<file path="config.mk">
export PLATFORM = sky130hd
export DESIGN_NAME = bbscf_scan
export DESIGN_NICKNAME = d
export VERILOG_FILES = /design/src/rtl/bbscf_pkg.sv /design/src/rtl/bbscf_scan.sv
export SDC_FILE = /design/constraint.sdc
export NUM_CORES = 1
export LEC_CHECK = 0
export ABC_AREA = 1
export BUFFER_PORTS_ARGS = -buffer_cell sky130_fd_sc_hd__clkbuf_2
export CAP_MARGIN = 15
export CORE_AREA = 4 4 73 75
export DETAILED_ROUTE_END_ITERATION = 16
export DIE_AREA = 0 0 77 79
export PLACE_DENSITY_LB_ADDON = 0.25
export SLEW_MARGIN = 20
export SYNTH_ARGS = -nofsm -noshare
export SYNTH_HDL_FRONTEND = slang
export SYNTH_SLANG_ARGS = --single-unit
export TNS_END_PERCENT = 50
</file>
<file path="constraint.sdc">
create_clock -name clk -period 4.35 [get_ports clk]
set_input_delay 0.435 -clock clk [delete_from_list [all_inputs] [get_ports clk]]
set_output_delay 0.435 -clock clk [all_outputs]
set_load 0.02 [all_outputs]
</file>
<file path="src/rtl/bbscf_pkg.sv">
package bbscf_pkg;

	// Storage geometry.
	localparam int DEPTH  = 4096;
	localparam int ADDR_W = $clog2(DEPTH);
	localparam int LEN_W  = $clog2(DEPTH + 1);
	localparam int CNT_W  = $clog2(DEPTH * 8 + 1);
	localparam int POS_W  = ADDR_W + 3;
	localparam int RES_W  = 17;

	// Operation codes carried by a request.
	localparam logic [2:0] OP_SET   = 3'd0;
	localparam logic [2:0] OP_GET   = 3'd1;
	localparam logic [2:0] OP_COUNT = 3'd2;
	localparam logic [2:0] OP_POS   = 3'd3;
	localparam logic [2:0] OP_CLEAR = 3'd4;

	typedef enum logic [2:0] {
		ST_IDLE,
		ST_RANGE,
		ST_WALK,
		ST_DRAIN,
		ST_READ,
		ST_MODIFY,
		ST_PAD,
		ST_RESP
	} state_t;

	// Controls from the sequencer to the byte scanner.
	typedef struct packed {
		logic              start;
		logic              find_mode;
		logic              want;
		logic              byte_valid;
		logic [ADDR_W-1:0] byte_idx;
	} scan_ctrl_t;

	// Running results of the byte scanner.
	typedef struct packed {
		logic             found;
		logic [POS_W-1:0] pos;
		logic [CNT_W-1:0] count;
	} scan_stat_t;

	// Number of one bits in a byte.
	function automatic logic [3:0] popcount8(input logic [7:0] v);
		logic [3:0] c;
		c = '0;
		for (int j = 0; j < 8; j++) begin
			c = c + 4'(v[j]);
		end
		return c;
	endfunction

endpackage

</file>
<file path="src/rtl/bbscf_scan.sv">
module bbscf_scan
	import bbscf_pkg::*;
(
	input  logic       clk,
	input  logic       arst_n,
	input  scan_ctrl_t ctrl,
	input  logic [7:0] byte_data,
	output scan_stat_t stat
);

	logic [CNT_W-1:0] count_q;
	logic             found_q;
	logic [POS_W-1:0] pos_q;
	logic [7:0]       match;
	logic [2:0]       lead;

	// Find the first wanted bit in the byte, most significant bit first.
	always_comb begin
		match = ctrl.want ? byte_data : ~byte_data;
		lead  = '0;
		for (int j = 0; j < 8; j++) begin
			if (match[j]) begin
				lead = 3'(7 - j);
			end
		end
	end

	// Accumulate the count and keep the first hit.
	always_ff @(posedge clk or negedge arst_n) begin
		if (!arst_n) begin
			count_q <= '0;
			found_q <= 1'b0;
			pos_q   <= '0;
		end else if (ctrl.start) begin
			count_q <= '0;
			found_q <= 1'b0;
			pos_q   <= '0;
		end else if (ctrl.byte_valid) begin
			count_q <= count_q + CNT_W'(popcount8(byte_data));
			if (ctrl.find_mode && !found_q && (|match)) begin
				found_q <= 1'b1;
				pos_q   <= {ctrl.byte_idx, lead};
			end
		end
	end

	assign stat.count = count_q;
	assign stat.found = found_q;
	assign stat.pos   = pos_q;

endmodule

</file>
==> impl_metrics.env <==
export IMPL_combPwrFrac_pct=32.0
export IMPL_cts_setup_buffers=0
export IMPL_fin_crit_ns=3.62
export IMPL_first_pass_iters=4
export IMPL_area_delta_synth_final_pct=19.9
export IMPL_ys_ff_latch=32
export IMPL_crit_family="adder cells"
export IMPL_start_kind="input port"
export IMPL_p_sw_uw=322
export IMPL_final_max_slew_viol_count=0
export IMPL_cts_resized=0
export IMPL_ant_nets=0
export IMPL_grt_util_all_layers_pct=16.6
export IMPL_nFillCells=471
export IMPL_outcome="finished clean"
export IMPL_fin_skew_ns=0.00615
export IMPL_drc=0
export IMPL_cp_data_required_time_ns=4.56
export IMPL_avgViaCountPerCell=4.90
export IMPL_setup_viol=0
export IMPL_hold_path_class="in2async"
export IMPL_ir_worst_vdd_mv=0.178
export IMPL_end_kind="register"
export IMPL_dp_hpwl_um=3540
export IMPL_path_clk_slew_ns=0.07
export IMPL_antenna_found_initial=0
export IMPL_slowest_stage="fa_1"
export IMPL_overflow=0
export IMPL_p_int_uw=606
export IMPL_synth_warnings=0
export IMPL_grt_first_pass_wirelength_um=8050
export IMPL_powerDensity_mw_per_mm2=380
export IMPL_via_count=1891
export IMPL_cts_htree_levels=2
export IMPL_grt_max_degree=33
export IMPL_cp_arrival_ns=3.83
export IMPL_fp_row_count=25
export IMPL_floorplan_initialDensity_pct=43.7
export IMPL_rsz0062_at_grt="false"
export IMPL_slew_headroom_pct=43.9
export IMPL_grt_pass1_vias=1732
export IMPL_cts_max_path_buffers=2
export IMPL_wire_per_inst_um=12.3
export IMPL_worst_path_buf_inv=2
export IMPL_p_sw_share_pct=34.7
export IMPL_die_w_um=77
export IMPL_whs_ns=0.230
export IMPL_wl_um=4740
export IMPL_total_power_uw=928
export IMPL_clock_sinks=32
export IMPL_cts_root_buf="clkbuf_8"
export IMPL_hold_violations=0
export IMPL_crit_fanout=4
export IMPL_netlist_area_leader_share_pct=39.4
export IMPL_avgSynthCellArea_um2=7.43
export IMPL_crit_path_max_incr_delay_ns=0.54
export IMPL_path_class="in2reg"
export IMPL_yosys_area_top_type="dfrtp_1"
export IMPL_cts_tree="built"
export IMPL_clk_latency_ns=0.28
export IMPL_tightest_slew_ns=0.836
export IMPL_multi_input_area_mm2=0.00105
export IMPL_numPortBuffers=57
export IMPL_p_seq_share_pct=37.3
export IMPL_die_h_um=79
export IMPL_die_area_mm2=0.00608
export IMPL_synth_nets=311
export IMPL_coreArea_mm2=0.00466
export IMPL_io_pins=58
export IMPL_antennaDiodeCount=0
export IMPL_netlist_top_cells_area="dfrtp_1 (39%), nand2_1 (17%), nand2_2 (5.8%), nand3_1 (5.4%), inv_1 (5.2%)"
export IMPL_max_freq_mhz=276
export IMPL_path_cells="clkbuf_2 -> fa_1 -> inv_1 -> fa_1 -> fa_1 -> fa_1 -> fa_1 -> o21ai_1 -> nand2_1 -> nor2_1 -> nand2_1 -> nand2_1 -> nand2_1 -> nor2_1"
export IMPL_holdBufCountCts=0
export IMPL_ys_seq_area_share_pct=39.4
export IMPL_drive_above_1_share_pct=26.8
export IMPL_clockPowerShare_pct=30.7
export IMPL_synthesis_area_mm2=0.00203
export IMPL_nets=368
export IMPL_tns_ns=0
export IMPL_max_cap_violations=0
export IMPL_path_common_cell="fa_1"
export IMPL_post_route_period_util_pct=83.2
export IMPL_drtIter0Drc=68
export IMPL_synthCells=274
export IMPL_final_seq_area_um2=801
export IMPL_synth_cell_types=29
export IMPL_routabilityCongestion=0.784
export IMPL_cts_buffers=5
export IMPL_power_leakage_uw=0.00136
-- worst paths after layout --
path	slack (ns)	to	start	depth (start not counted)
worst min-delay path	0.23	pos_q[13]$_DFFE_PN0P_	arst_n	1
worst max-delay path	0.73	count_q[10]$_DFFE_PN0P_	byte_data[0]	14
worst max register to register	1.16	count_q[10]$_DFFE_PN0P_	count_q[0]$_DFFE_PN0P_	12
worst min register to register	0.48	pos_q[6]$_DFFE_PN0P_	pos_q[6]$_DFFE_PN0P_	2
min in group clk	0.37	pos_q[13]$_DFFE_PN0P_	ctrl[10]	3
max in group asynchronous	3.60	count_q[8]$_DFFE_PN0P_	arst_n	1
-- power by group through the flow --
stage / sequential, uW / clock, uW / combinational, uW
3_3_place_gp: 351 / 0 / 292
5_1_grt: 352 / 307 / 334
6_report: 346 / 285 / 297
2_1_floorplan: 383 / 0 / 180
3_5_place_dp: 352 / 0 / 296
4_1_cts: 347 / 297 / 298
-- kinds of logic (layout without fill, tap and decap cells) --
group / Yosys count / after routing / synth area share, %
AND/OR/NAND/NOR: 170 / 170 / 36.7
flip-flops: 32 / 32 / 39.4
AO/OA/AOI/OAI: 21 / 21 / 5.54
XOR/XNOR: 2 / 2 / 0.861
adder cells (fa/ha/maj): 11 / 11 / 8.61
buffers and inverters: 38 / 96 / 8.98
-- cell usage in the layout, fill, tap and decap left out --
cell         n
xor2_1       1
nor4_1       1
o22ai_1      2
clkbuf_2    57
clkinv_2     1
a31oi_1      1
xnor2_1      1
inv_4        1
clkinv_1     1
inv_1       28
nand4_1      6
bufinv_16    1
clkbuf_8     5
dfrtp_1     32
fa_1         5
a21oi_1     10
nor2_2       2
nand3_1     22
nand2_1     91
nor2_1      26
o21ai_1      1
o2111ai_1    1
clkinv_4     1
nand2_2     19
nor3_1       2
clkinvlp_4   1
o21ai_0      6
nand2_4      1
ha_1         6
-- routing by layer --
layer / global-route usage [%] / up-vias / part of all wire, %
li1: - / 981 / -
met1: 22.2 / 852 / 46
met2: 26.0 / 50 / 47
met3: 4.42 / 8 / 5.3
met4: 5.69 / 0 / 1.6
met5: 0 / - / 0
-- through the flow --
stage / utilization (%) / instances / instance area [um2] / worst slack, ns
global placement: 50.0 / 378 / 2330 / 0.514
global route: 52.3 / 386 / 2440 / 0.523
finish: 52.3 / 386 / 2440 / 0.730
CTS: 52.3 / 386 / 2440 / 0.754
floorplan: - / 274 / 2030 / 0.804
detailed placement: 50.0 / 378 / 2330 / 0.430
-- final cells by class --
cell class              instances  share of cell area [%]
clock buffers                   5                    2.82
flip-flops and latches         32                    32.8
repair buffers                 57                    11.7
clock inverters                 3                    1.74
inverters                      31                    5.08
well taps                      54                    2.77
multi-input cells             204                    43.1
-- sequential cells by signal, summed over array words and instances (netlist names) --
name,count
pos_q,15
count_q,16
found_q,1
-- cells in the mapped netlist --
| cell | number |
|---|---|
| fa_1 | 5 |
| nor4_1 | 1 |
| nor3_1 | 2 |
| nand2_2 | 19 |
| o2111ai_1 | 1 |
| xnor2_1 | 1 |
| inv_1 | 28 |
| xor2_1 | 1 |
| ha_1 | 6 |
| buf_6 | 1 |
| nand4_1 | 6 |
| o21ai_1 | 1 |
| buf_4 | 2 |
| a21oi_1 | 10 |
| nor2_1 | 26 |
| dfrtp_1 | 32 |
| buf_12 | 1 |
| clkinv_1 | 1 |
| inv_4 | 1 |
| o22ai_1 | 2 |
| buf_2 | 1 |
| nor2_2 | 2 |
| nand2_4 | 1 |
| clkbuf_1 | 2 |
| o21ai_0 | 6 |
| nand2_1 | 91 |
| a31oi_1 | 1 |
| clkinv_4 | 1 |
| nand3_1 | 22 |
No activity file was read; power rests on OpenSTA's default activity.
